### config.mk
export PLATFORM = sky130hd
export DESIGN_NAME = cbs_front
export DESIGN_NICKNAME = d
export VERILOG_FILES = /design/src/hw/rtl/cbs_pkg.sv /design/src/hw/rtl/cbs_front.sv
export SDC_FILE = /design/constraint.sdc
export NUM_CORES = 1
export LEC_CHECK = 0
export ABC_AREA = 1
export BUFFER_PORTS_ARGS = -buffer_cell sky130_fd_sc_hd__buf_2
export CAP_MARGIN = 20
export CORE_AREA = 2 2 116 118
export DETAILED_ROUTE_END_ITERATION = 10
export DIE_AREA = 0 0 118 120
export PLACE_DENSITY = 0.75
export SLEW_MARGIN = 40
export SYNTH_ARGS = -nofsm -noshare
export SYNTH_HDL_FRONTEND = slang
export SYNTH_SLANG_ARGS = --single-unit
### constraint.sdc
create_clock -name clock -period 24.6 [get_ports clock]
set_input_delay 4.92 -clock clock [delete_from_list [all_inputs] [get_ports clock]]
set_output_delay 4.92 -clock clock [all_outputs]
set_load 0.05 [all_outputs]
### src/hw/rtl/cbs_pkg.sv
package cbs_pkg;

   // fixed field widths
   localparam int COORD_BITS = 16;
   localparam int CNT_BITS = 6;
   localparam int MIN_INTERVALS = 2;
   localparam int MAX_INTERVALS = 63;

   // t in q0.16, the point at t equal to one is taken from the end point
   localparam int T_BITS = 16;

   // restoring division of 2^16 by n, one quotient bit a step
   localparam int DIV_STEPS = T_BITS + 1;
   localparam int STEP_BITS = 5;
   localparam int QUOT_BITS = T_BITS;

   // horner datapath widths
   localparam int A_W = COORD_BITS + 3;
   localparam int B_W = COORD_BITS + 4;
   localparam int C_W = COORD_BITS + 4;
   localparam int M1_W = C_W + T_BITS + 1;
   localparam int H1_W = B_W + T_BITS + 2;
   localparam int LO1_W = 24;
   localparam int HI1_W = H1_W - LO1_W;
   localparam int P1_W = LO1_W + T_BITS;
   localparam int H2_W = H1_W + T_BITS;
   localparam int LO2_W = 27;
   localparam int HI2_W = H2_W - LO2_W;
   localparam int P2_W = LO2_W + T_BITS;
   localparam int S_W = H2_W + T_BITS;
   localparam int FRAC_BITS = 3 * T_BITS;

   // datapath latency of one point through a lane
   localparam int PIPE_DEPTH = 6;

   typedef logic signed [COORD_BITS-1:0] coord_type;
   typedef logic [CNT_BITS-1:0] count_type;
   typedef logic [T_BITS-1:0] t_type;

   // one segment with its precomputed step of t
   typedef struct packed {
      coord_type p0_x;
      coord_type p0_y;
      coord_type c0_x;
      coord_type c0_y;
      coord_type c1_x;
      coord_type c1_y;
      coord_type p1_x;
      coord_type p1_y;
      count_type n;
      logic [QUOT_BITS-1:0] quot;
      count_type remd;
   } seg_type;

   typedef struct packed {
      logic full;
      logic empty;
   } qstat_type;

   typedef struct packed {
      logic valid;
      logic last;
   } ctl_type;

   typedef enum logic [1:0] {
      FRONT_IDLE,
      FRONT_DIV,
      FRONT_PUSH
   } front_state_type;

   typedef enum logic [1:0] {
      BACK_IDLE,
      BACK_RUN,
      BACK_DRAIN
   } back_state_type;

endpackage

### src/hw/rtl/cbs_front.sv
module cbs_front (
   input  logic                  clock,
   input  logic                  reset,
   input  logic                  start,
   output logic                  busy,
   input  cbs_pkg::coord_type    req_start_x,
   input  cbs_pkg::coord_type    req_start_y,
   input  cbs_pkg::coord_type    req_ctrl_a_x,
   input  cbs_pkg::coord_type    req_ctrl_a_y,
   input  cbs_pkg::coord_type    req_ctrl_b_x,
   input  cbs_pkg::coord_type    req_ctrl_b_y,
   input  cbs_pkg::coord_type    req_end_x,
   input  cbs_pkg::coord_type    req_end_y,
   input  cbs_pkg::count_type    req_sample_count,
   input  cbs_pkg::qstat_type    q_stat,
   output logic                  q_push,
   output cbs_pkg::seg_type      q_wdata
);

   cbs_pkg::front_state_type state_ff, state_in;
   cbs_pkg::seg_type seg_ff, seg_in;
   logic [cbs_pkg::CNT_BITS-1:0] rem_ff, rem_in;
   // quotient of 2^16 by n of two or more fits in 16 bits
   logic [cbs_pkg::QUOT_BITS-1:0] quo_ff, quo_in;
   logic [cbs_pkg::STEP_BITS-1:0] step_ff, step_in;

   cbs_pkg::count_type n_sat;
   logic [cbs_pkg::CNT_BITS:0] rem_sh;
   logic div_bit;

   // clamp the interval count
   always_comb begin
      n_sat = req_sample_count;
      if (req_sample_count < cbs_pkg::CNT_BITS'(cbs_pkg::MIN_INTERVALS)) begin
         n_sat = cbs_pkg::CNT_BITS'(cbs_pkg::MIN_INTERVALS);
      end else if (req_sample_count >= cbs_pkg::CNT_BITS'(cbs_pkg::MAX_INTERVALS)) begin
         n_sat = cbs_pkg::CNT_BITS'(cbs_pkg::MAX_INTERVALS);
      end
   end

   // dividend is 2^16: only its top bit is set
   assign div_bit = (step_ff == cbs_pkg::STEP_BITS'(cbs_pkg::DIV_STEPS - 1));
   assign rem_sh = {rem_ff, div_bit};

   always_ff @(posedge clock) begin
      if (reset) begin
         state_ff <= cbs_pkg::FRONT_IDLE;
      end else begin
         state_ff <= state_in;
      end
      seg_ff <= seg_in;
      rem_ff <= rem_in;
      quo_ff <= quo_in;
      step_ff <= step_in;
   end

   // accept, divide, hand over to the queue
   always_comb begin
      state_in = state_ff;
      seg_in = seg_ff;
      rem_in = rem_ff;
      quo_in = quo_ff;
      step_in = step_ff;
      q_push = 1'b0;
      busy = 1'b1;
      q_wdata = seg_ff;
      q_wdata.quot = quo_ff;
      q_wdata.remd = rem_ff;
      unique case (state_ff)
         cbs_pkg::FRONT_IDLE: begin
            busy = 1'b0;
            if (start) begin
               seg_in.p0_x = req_start_x;
               seg_in.p0_y = req_start_y;
               seg_in.c0_x = req_ctrl_a_x;
               seg_in.c0_y = req_ctrl_a_y;
               seg_in.c1_x = req_ctrl_b_x;
               seg_in.c1_y = req_ctrl_b_y;
               seg_in.p1_x = req_end_x;
               seg_in.p1_y = req_end_y;
               seg_in.n = n_sat;
               rem_in = '0;
               quo_in = '0;
               step_in = cbs_pkg::STEP_BITS'(cbs_pkg::DIV_STEPS - 1);
               state_in = cbs_pkg::FRONT_DIV;
            end
         end
         cbs_pkg::FRONT_DIV: begin
            if (rem_sh >= {1'b0, seg_ff.n}) begin
               rem_in = cbs_pkg::CNT_BITS'(rem_sh - {1'b0, seg_ff.n});
               quo_in = {quo_ff[cbs_pkg::QUOT_BITS-2:0], 1'b1};
            end else begin
               rem_in = rem_sh[cbs_pkg::CNT_BITS-1:0];
               quo_in = {quo_ff[cbs_pkg::QUOT_BITS-2:0], 1'b0};
            end
            step_in = step_ff - 1'b1;
            if (step_ff == '0) begin
               state_in = cbs_pkg::FRONT_PUSH;
            end
         end
         cbs_pkg::FRONT_PUSH: begin
            if (!q_stat.full) begin
               q_push = 1'b1;
               state_in = cbs_pkg::FRONT_IDLE;
            end
         end
         default: begin
            state_in = cbs_pkg::FRONT_IDLE;
         end
      endcase
   end

endmodule

==> impl_metrics.csv <==
group,metric,value,unit
synth,syn_avg_cell_area,17.5,µm²
die,die_x,118,µm
timing,min_period,10.39,ns
worst_setup_path,start_kind,"primary input",
route,vias,3714,
timing,tns,0,ns
route,routed_wl,13700,µm
clock_network,cts_tree,"built",
worst_setup_path,cp.required,19.68,ns
clock_network,clk_latency,0.41,ns
cells_and_area,nets,787,
timing,clock_skew,0.00753,ns
synth,ys_seq_area_share,85.4,%
place,port_buffers,295,
clock_network,cts_max_level,4,
die,ioPinCount,297,
cells_and_area,drive_above_1_share,53.1,%
worst_setup_path,cpPeakStageDelay,0.29,ns
route,routedWlPerCell,16.5,µm
cells_and_area,mostFrequentLayoutCell,"buf_2",
hold_path,min_path_type,"flip-flop to flip-flop",
die,rows,42,
clock_network,clkSlewWorstSetupHoldPaths,0.06,ns
run_status,status,"completed",
route,vias_per_cell,4.47,
worst_setup_path,worstSetupPathType,"primary input to output pin",
worst_setup_path,arrival,5.47,ns
power_and_ir_drop,p_per_area,95.5,nW/µm²
die,dieArea,14200,µm²
die,start_util,44.0,%
synth,ys_top_cells_by_area,"edfxtp_1 85%, inv_1 3.0%, nor2_1 2.2%",
route,drc,0,
die,core,13000,µm²
timing,rsz0062_at_grt,"false",
worst_setup_path,cp.buffers_inverters,2,
clock_network,cts.repair.resized,0,
synth,syn-cell-area,5710,µm²
worst_setup_path,path_max_fanout,2,
cells_and_area,final_cells,830,
synth,syn_nets,476,
timing,setup_violations,0,
timing,slew_headroom,49.4,%
clock_network,cts_setup_buffers,0,
global_route,antenna_found_initial,4,
worst_setup_path,end_kind,"output pin",
timing,post-route-period-util,42.2,%
worst_setup_path,crit_top_cell,"buf_2",
global_route,overflow,0,
cells_and_area,area_growth,40.0,%
worst_setup_path,critical_path.top_delay_family,"buffers and inverters",
synth,synth_largest_area_cell,"edfxtp_1",
power_and_ir_drop,ir_drop,0.0728,mV
clock_network,cts_hold_buffers,0,
clock_network,clockRootBuffer,"clkbuf_16",
clock_network,cts.sinks,163,
synth,ys_types,29,
synth,ys_seq_elements,163,
worst_setup_path,crit_slowest_cell,"buf_2",
flow_run,maxCapViolCount,0,
global_route,grt_max_degree,88,
timing,drv_slew,0,
global_route,grt_usage,19.2,%
place,place_congestion,0.804,
synth,yosys_warnings,0,
timing,max_freq,96.3,MHz
synth,netlist_instances,327,
cells_and_area,final_core_util,61.6,%
timing,worst_pin_slew,0.758,ns
global_route,first_global_vias,3923,
clock_network,clockBufferDepth,2,
route,firstDrtPassIters,4,
worst_setup_path,path_cells,"buf_2 > nor3_1 > buf_2",
power_and_ir_drop,p_leak,0.00354,µW
timing,finalHoldViolCount,0,
route,ant_nets,0,
cells_and_area,final_cell_mix,"295 x buf_2, 161 x edfxtp_1, 45 x inv_1",
global_route,grt_pass1_wl,19900,µm
place,dp.cells,795,
die,die_y,120,µm
synth,netlist.area_leader.share,84.7,%
clock_network,cts_buffers,17,
route,drtIter0Drc,224,
place,place_hpwl,10400,µm
## kinds of logic (layout without fill, tap and decap cells)
logic type                 Yosys count  count (layout)  synth area share [%]
AOI/OAI and AO/OA                    6               6                 0.723
xor gates and xnor gates             3               3                 0.460
adders and majority gates           10              10                  2.32
buffers and inverters               53             376                  3.53
DFF                                163             163                  85.4
other                                0               4                     0
and+or+nand+nor                     92              92                  7.58
## per-layer routing
| layer | GRT usage (%) | share of wire [%] |
|---|---|---|
| met3 | 9.89 | 11 |
| met5 | 0 | 0 |
| met2 | 32.1 | 52 |
| met1 | 19.7 | 34 |
| met4 | 10.2 | 2.8 |
## final cells by class
type | instances | area (µm²)
Fill cell | 1025 | 4990
Inverter | 47 | 176
Multi-Input combinational cell | 111 | 644
Clock inverter | 13 | 136
Clock buffer | 18 | 429
Antenna cell | 4 | 10.0
Tap cell | 176 | 220
Timing Repair Buffer | 298 | 1500
Sequential cell | 163 | 4870
## worst reg2reg max path, delay by kind of cell (launching register included)
| family | cells | cell delay (ns) |
|---|---|---|
| buffers and inverters | 3 | 1.37 |
| DFF | 1 | 0.31 |
| and+or+nand+nor | 2 | 0.22 |
## registers in the layout, summed over array words and instances, names as in the netlist
signal / cells
q_wdata: 134
quo_ff: 16
rem_ff: 6
step_ff: 5
state_ff: 2
## final timing paths
check / from / slack [ns] / depth (start not counted) / end
worst max-delay path: q_stat[1] / 14.21 / 3 / q_push
worst min-delay path: state_ff[1]$_SDFFE_PP0P_ / 0.58 / 2 / state_ff[1]$_SDFFE_PP0P_
worst max register to register: state_ff[0]$_SDFFE_PP0P_ / 22.28 / 5 / q_wdata[95]$_DFFE_PP_
worst min register to register: state_ff[1]$_SDFFE_PP0P_ / 0.58 / 2 / state_ff[1]$_SDFFE_PP0P_
## Yosys cell counts, drive strengths merged
cell type,count
o21ai,1
nand3,11
nand4,2
buf,2
or2,1
ha,9
clkinv,1
clkbuf,4
nor2,37
fa,1
nor4,1
xor2,1
nand3b,1
edfxtp,161
a21oi,4
nand2,37
a211oi,1
nor3,2
dfxtp,2
inv,46
xnor2,2
## per-stage QoR
step | power, µW | instance area, µm² | hold slack, ns | setup slack (ns)
detailed placement | 519 | 7420 | 0.566 | 14.21
CTS | 771 | 7980 | 0.580 | 14.21
global route | 792 | 7990 | 0.607 | 14.18
finish | 764 | 7990 | 0.578 | 14.21
global placement | 516 | 7410 | 0.555 | 14.20
floorplan | 480 | 5710 | 0.538 | 13.45
## report_power, final
part           internal [µW]  switching [µW]
registers                338            9.52
logic                   37.0             128
clock network            148             102
total                    524             240
(Power assumes the default switching activity.)
