===== config.mk =====
export PLATFORM = sky130hd
export DESIGN_NAME = cbs_queue
export DESIGN_NICKNAME = d
export VERILOG_FILES = /design/src/hw/rtl/cbs_pkg.sv /design/src/hw/rtl/cbs_queue.sv
export SDC_FILE = /design/constraint.sdc
export NUM_CORES = 1
export LEC_CHECK = 0
export BUFFER_PORTS_ARGS = -buffer_cell sky130_fd_sc_hd__buf_2
export CAP_MARGIN = 20
export CORE_UTILIZATION = 52
export DETAILED_ROUTE_END_ITERATION = 10
export GPL_TIMING_DRIVEN = 0
export PLACE_DENSITY_LB_ADDON = 0.2
export SLEW_MARGIN = 10
export SYNTH_ARGS = -nofsm -noshare
export SYNTH_HDL_FRONTEND = slang
export SYNTH_SLANG_ARGS = --single-unit

===== constraint.sdc =====
create_clock -name clock -period 5.85 [get_ports clock]
set_input_delay 0.585 -clock clock [delete_from_list [all_inputs] [get_ports clock]]
set_output_delay 0.585 -clock clock [all_outputs]
set_load 0.1 [all_outputs]

===== src/hw/rtl/cbs_pkg.sv =====
package cbs_pkg;

   // fixed field widths
   localparam int COORD_BITS = 16;
   localparam int CNT_BITS = 6;
   localparam int MIN_INTERVALS = 2;
   localparam int MAX_INTERVALS = 63;

   // t in q0.16, the point at t equal to one is taken from the end point
   localparam int T_BITS = 16;

   // restoring division of 2^16 by n, one quotient bit a step
   localparam int DIV_STEPS = T_BITS + 1;
   localparam int STEP_BITS = 5;
   localparam int QUOT_BITS = T_BITS;

   // horner datapath widths
   localparam int A_W = COORD_BITS + 3;
   localparam int B_W = COORD_BITS + 4;
   localparam int C_W = COORD_BITS + 4;
   localparam int M1_W = C_W + T_BITS + 1;
   localparam int H1_W = B_W + T_BITS + 2;
   localparam int LO1_W = 24;
   localparam int HI1_W = H1_W - LO1_W;
   localparam int P1_W = LO1_W + T_BITS;
   localparam int H2_W = H1_W + T_BITS;
   localparam int LO2_W = 27;
   localparam int HI2_W = H2_W - LO2_W;
   localparam int P2_W = LO2_W + T_BITS;
   localparam int S_W = H2_W + T_BITS;
   localparam int FRAC_BITS = 3 * T_BITS;

   // datapath latency of one point through a lane
   localparam int PIPE_DEPTH = 6;

   typedef logic signed [COORD_BITS-1:0] coord_type;
   typedef logic [CNT_BITS-1:0] count_type;
   typedef logic [T_BITS-1:0] t_type;

   // one segment with its precomputed step of t
   typedef struct packed {
      coord_type p0_x;
      coord_type p0_y;
      coord_type c0_x;
      coord_type c0_y;
      coord_type c1_x;
      coord_type c1_y;
      coord_type p1_x;
      coord_type p1_y;
      count_type n;
      logic [QUOT_BITS-1:0] quot;
      count_type remd;
   } seg_type;

   typedef struct packed {
      logic full;
      logic empty;
   } qstat_type;

   typedef struct packed {
      logic valid;
      logic last;
   } ctl_type;

   typedef enum logic [1:0] {
      FRONT_IDLE,
      FRONT_DIV,
      FRONT_PUSH
   } front_state_type;

   typedef enum logic [1:0] {
      BACK_IDLE,
      BACK_RUN,
      BACK_DRAIN
   } back_state_type;

endpackage


===== src/hw/rtl/cbs_queue.sv =====
module cbs_queue (
   input  logic                clock,
   input  logic                reset,
   input  logic                push,
   input  cbs_pkg::seg_type    wdata,
   input  logic                pop,
   output cbs_pkg::seg_type    rdata,
   output cbs_pkg::qstat_type  stat
);

   cbs_pkg::seg_type entry_ff [2];
   logic wr_ptr_ff, wr_ptr_in;
   logic rd_ptr_ff, rd_ptr_in;
   logic [1:0] count_ff, count_in;

   // pointer and fill bookkeeping
   always_comb begin
      wr_ptr_in = wr_ptr_ff ^ push;
      rd_ptr_in = rd_ptr_ff ^ pop;
      count_in = count_ff;
      if (push && !pop) begin
         count_in = count_ff + 1'b1;
      end else if (pop && !push) begin
         count_in = count_ff - 1'b1;
      end
   end

   always_ff @(posedge clock) begin
      if (reset) begin
         wr_ptr_ff <= 1'b0;
         rd_ptr_ff <= 1'b0;
         count_ff <= '0;
      end else begin
         wr_ptr_ff <= wr_ptr_in;
         rd_ptr_ff <= rd_ptr_in;
         count_ff <= count_in;
      end
      if (push) begin
         entry_ff[wr_ptr_ff] <= wdata;
      end
   end

   assign rdata = entry_ff[rd_ptr_ff];
   assign stat.full = count_ff[1];
   assign stat.empty = (count_ff == '0);

endmodule


==> results of run 1 <==
==> sequential cells by signal, indices dropped and copies added, names as in the netlist <==
| name | count |
|---|---|
| count_ff | 2 |
| rd_ptr_ff | 1 |
| entry_ff | 312 |
| wr_ptr_ff | 1 |
==> worst min path at each step <==
stage	startpoint	endpoint	slack [ps]	cells after the start
2_1_floorplan	count_ff[1]	count_ff[1]	470	2
3_3_place_gp	count_ff[1]	count_ff[1]	500	2
3_5_place_dp	count_ff[1]	count_ff[1]	500	2
4_1_cts	wdata[66]	entry_ff[0][66]	210	1
5_1_grt	wdata[72]	entry_ff[1][72]	200	1
6_report	wdata[66]	entry_ff[0][66]	230	1
==> cell type report <==
type / count / area, µm² / share of cell area
inverters: 2 / 7.507 / 0.0005137
flip-flops and latches: 316 / 9449 / 0.6465
plain buffers: 18 / 178.9 / 0.01224
clock inverters: 15 / 148.9 / 0.01019
multi-input cells: 169 / 1877 / 0.1284
clock buffers: 42 / 867.1 / 0.05933
well taps: 280 / 350.3 / 0.02397
repair buffers: 323 / 1737 / 0.1188
==> synthesized netlist by cell type, drive strengths merged <==
cell      n  area share
inv       2     0.00065
edfxtp  312        0.82
o21ai     1     0.00044
buf      18       0.016
mux2    156        0.15
dfxtp     4      0.0070
xnor2     1     0.00076
ha        3      0.0033
xor2      2      0.0015
nor2      4      0.0013
or3       1     0.00054
a21oi     1     0.00044
==> power breakdown <==
part	switching [mW]	internal, mW	total, mW
clock network	0.760	1.16	1.92
registers	0.0301	2.64	2.67
logic	1.13	0.274	1.40
==> cells by family after synthesis <==
kind of cell / count (synthesis) / share of synthesized area
fa+ha+maj: 3 / 0.003268
flops: 316 / 0.8226
xor+xnor: 3 / 0.002288
simple gates: 5 / 0.001852
mux: 156 / 0.1529
buf+inv: 20 / 0.01623
compound gates: 2 / 0.0008705
==> per-layer routing <==
metal / vias up / share of wire
met5: - / 0.0010
met1: 2834 / 0.37
li1: 2733 / -
met2: 235 / 0.50
met3: 45 / 0.10
met4: 4 / 0.022
==> cells in the final DEF (no fill, tap or decap), types with 2 or more instances in the layout <==
cell,instances
buf_12,2
bufinv_16,3
xor2_1,2
nor2_1,4
buf_16,4
clkinv_1,3
clkbuf_8,5
dfxtp_1,4
buf_6,13
clkinv_2,8
ha_4,2
mux2_2,156
inv_1,2
clkbuf_1,6
buf_2,319
clkbuf_16,31
edfxtp_1,312
buf_4,3
==> stage by stage <==
stage	TNS [ps]	power, mW	worst slack, ps
final	0	6.000	3208
after global routing	0	6.190	3107
after CTS	0	6.056	3154
after detailed placement	0	4.133	3734
after global placement	-187910	4.118	-618.3
after floorplan	0	3.889	1095
==> out/results.txt, run 1 <==
worst path arrival time = 2060 ps
worst vdd ir = 0.0003140 V
worst r2r src = wr_ptr_ff
DRC = 0
# IOs = 318
DRT iter0 DRCs = 242
Critical-path top delay cell = dfxtp_1
outcome = completed
count of final hold-check violations = 0
CTS tree = built
Post-CTS Setup Inserts = 0
Slew headroom = 0.6509
Seq/Total Area, Yosys = 0.8226
r2r setup slk = 4140 ps
first-pass GRT wire length = 30880 µm
fmax = 0.3785 GHz
largest net degree at the start of global routing = 51
CP Launch Point = rd_ptr_ff
RSZ-0062 raised after global routing = false
cts-stage hold buffer count = 0
Crit Path Class = register to output port
CTS max path bufs = 3
Net Count, Synth = 668
reg2reg end = entry_ff[0][36]
WHS = 231.7 ps
Layout fillers = 1510
CP Cell Sequence = buf_4 -> buf_6 -> mux2_2 -> buf_2
clk_lat worst skew = 540 ps
core outline area = 21760 µm²
met2 Use GR = 0.3081
die area = 22690 µm²
CP bufs+invs = 3
final wirelength = 21400 µm
ANT nets after route = 0
htree depth = 1
TritonCTS Sinks = 316
Final nets = 1024
vias per cell = 5.022
library cells used by synthesis = 14
number of port buffers = 317
initial antenna violation count = 2
Tcrit/Tclk final = 0.4516
die height = 150.6 µm
Reg clk slew, reported paths = 60 ps
grt ovf = 0
Slew Limit Fails = 0
CP Launch Type = register
overall routing resource usage = 0.1801
Worst EP required = 5270 ps
post-layout util = 0.6718
share of layout cells above drive strength 1 = 0.6181
Area Overhead vs Synth = 27.23%
Mapped Area = 11490 µm²
cts repair resizes = 0
worst hold-check path type = primary input to register
syn_area_per_cell = 22.75 µm²
Site Rows = 54
LEAKAGE = 5.521 nW
Starting Density = 0.5280
Critical Path Sink Type = output port
maximum fanout along the worst path = 10
Max Cap Violations = 0
drt wl/cell = 18.37 µm
CTS Buf Count = 31
vias in the first global route = 5950
Mapped Cells = 505
routed via count = 5851
Synth Warn # = 0
placed cells = 1108
GR Util met1 = 0.2140
fin crit period = 2642 ps
PD cells = 410.6 nW/µm²
fin cells = 1165
Slew @ Worst Pin = 527.2 ps
worst setup path endpoint = rdata[41]
Root Buffer = clkbuf_16
first-pass detailed-route iteration total = 4
clock skew = 11.39 ps
Max stage delay on crit path = 380 ps
Worst R2R Path Depth = 4
endpoints failing setup = 0
Die Span X = 150.6 µm
GR peak layer = met2
placed cell area = 13600 µm²
Top delay family on crit path = buffers and inverters
cell area after layout = 14620 µm²
Antenna Cells = 0
Placer Congestion = 0.7124
Yosys reg bits = 316
DP HPWL = 14970 µm
met3 Track Usage GR = 0.06091
Worst path depth = 4
Power figures use the tool's default switching activity.
==> run 2: changes to the inputs <==
--- a/config.mk
+++ b/config.mk
@@ -7,7 +7,7 @@
 export LEC_CHECK = 0
 export BUFFER_PORTS_ARGS = -buffer_cell sky130_fd_sc_hd__buf_2
 export CAP_MARGIN = 20
-export CORE_UTILIZATION = 52
+export CORE_UTILIZATION = 47
 export DETAILED_ROUTE_END_ITERATION = 10
 export GPL_TIMING_DRIVEN = 0
 export PLACE_DENSITY_LB_ADDON = 0.2
==> constraint.sdc (replaced) <==
create_clock -name clock -period 2.2 [get_ports clock]
set_input_delay 0.22 -clock clock [delete_from_list [all_inputs] [get_ports clock]]
set_output_delay 0.22 -clock clock [all_outputs]
set_load 0.1 [all_outputs]
==> out/results.txt, run 2 (synthesis results as in run 1) <==
outcome = completed
LEAKAGE = 6.240 nW
# IOs = 318
first-pass detailed-route iteration total = 5
vias in the first global route = 7022
hold_sp = push
Worst EP required = 1980 ps
Slew Limit Fails = 0
ANT nets after route = 0
multi-input logic area = 1877 µm²
Slew @ Worst Pin = 591.1 ps
RSZ-0062 raised after global routing = false
final setup margin = 86.06 ps
endpoints failing setup = 0
number of port buffers = 317
Top Registers = entry_ff x312, count_ff x2
maximum fanout along the worst path = 10
Critical-path top delay cell = dfxtp_2
Post-CTS Setup Inserts = 0
CTS max path bufs = 3
worst vdd ir = 0.0007435 V
Post-Place Worst Slack = 456.1 ps
share of layout cells above drive strength 1 = 0.5173
CP Launch Point = rd_ptr_ff
DRC = 0
Max stage delay on crit path = 370 ps
htree depth = 1
Starting Density = 0.4836
clk_lat worst skew = 530 ps
overall power = 16.23 mW
worst hold-check path type = primary input to register
placed cells = 1145
count of final hold-check violations = 0
worst r2r src = wr_ptr_ff
Area Overhead vs Synth = 43.44%
register with the most flip-flops = entry_ff
DRT iter0 DRCs = 272
CP Launch Type = register
Tcrit/Tclk final = 0.9609
clock skew = 6.493 ps
most frequent cells in the layout = edfxtp_1, buf_2, dlygate4sd3_1, mux2_2, buf_4
TritonCTS Sinks = 316
worst path arrival time = 1890 ps
Max Cap Violations = 0
CP Cell Sequence = buf_6 -> buf_6 -> mux2_2 -> buf_4
first-pass GRT wire length = 35910 µm
WHS = 62.43 ps
max FFs per register = 312
most common cell after layout, fill and taps aside = edfxtp_1
final wirelength = 24590 µm
CTS tree = built
overall routing resource usage = 0.1896
drt wl/cell = 18.11 µm
Critical Path Sink Type = output port
post-layout util = 0.6937
die height = 158.3 µm
Crit Path Class = register to output port
Root Buffer = clkbuf_16
vias per cell = 4.813
CP bufs+invs = 3
Seq. cell area = 9450 µm²
CTS Buf Count = 31
Final nets = 1180
routed via count = 6536
fmax = 0.4731 GHz
grt ovf = 0
core outline area = 23750 µm²
most frequent CP cell = buf_6
DP HPWL = 15040 µm
initial antenna violation count = 1
Layout fillers = 1493
Reg clk slew, reported paths = 60 ps
Top delay family on crit path = buffers and inverters
die area = 25070 µm²
fin crit period = 2114 ps
fin cells = 1358
PD cells = 985.0 nW/µm²
Placer Congestion = 0.7472
Slew headroom = 0.6059
Site Rows = 56
largest net degree at the start of global routing = 64
Die Span X = 158.3 µm
[run 2: cell count changes in the layout (fill, tap and decap cells not counted), moves of 2 or more]
cell / change
clkinv_2: -3
clkinv_1: +3
clkbuf_1: +3
buf_4: +128
clkbuf_8: -5
buf_12: -2
dlygate4sd3_1: +158
buf_2: -130
[run 2: final cells by class]
| type | instances | share of cell area |
|---|---|---|
| Inverter | 2 | 0.0004556 |
| Sequential cell | 316 | 0.5735 |
| Tap cell | 319 | 0.02422 |
| Antenna cell | 1 | 0.0001519 |
| Buffer | 18 | 0.01154 |
| Clock inverter | 14 | 0.008353 |
| Clock buffer | 40 | 0.04913 |
| Timing Repair Buffer | 479 | 0.2187 |
| Multi-Input combinational cell | 169 | 0.1139 |
[run 2: final timing paths]
| kind | to | slack (ps) | cells after the start |
|---|---|---|---|
| setup / recovery | rdata[121] | 90 | 4 |
| setup reg to reg | entry_ff[0][76] | 510 | 3 |
| hold reg to reg | count_ff[1] | 520 | 2 |
| hold / removal | wr_ptr_ff | 60 | 3 |
[run 2: what timing repair did]
item | CTS | global route
gates resized for setup | 133 | 1
endpoints found under the setup margin | 130 | 149
endpoints found under the hold margin | 316 | 0
hold buffers | 158 | 0
[run 2: per-stage QoR]
stage / TNS [ps] / area, µm²
floorplan: 0 / 11510
global placement: -84160 / 13500
detailed placement: 0 / 13610
CTS: -74.93 / 16470
global route: 0 / 16480
finish: 0 / 16480
[run 2: worst register-to-register path, cell delays in order, from the launching register on]
cell and delay [ps]:
dfxtp_1 330, inv_1 90, ha_4 530, buf_16 370
[run 2: where the power goes]
part	switching [mW]	leakage (nW)	internal, mW
Sequential	0.0888	2.96	7.03
Clock	2.05	0.464	2.91
Combinational	3.08	2.81	1.06
Total	5.22	6.24	11.0
[run 2: per-layer routing]
layer  vias to the layer above  GRT usage  wire length [µm]
li1                       3044          -                 -
met1                      3207     0.2040              8986
met4                         0    0.06136               688
met5                         -          0                 0
met3                        43    0.04790              1634
met2                       242     0.3601             13280
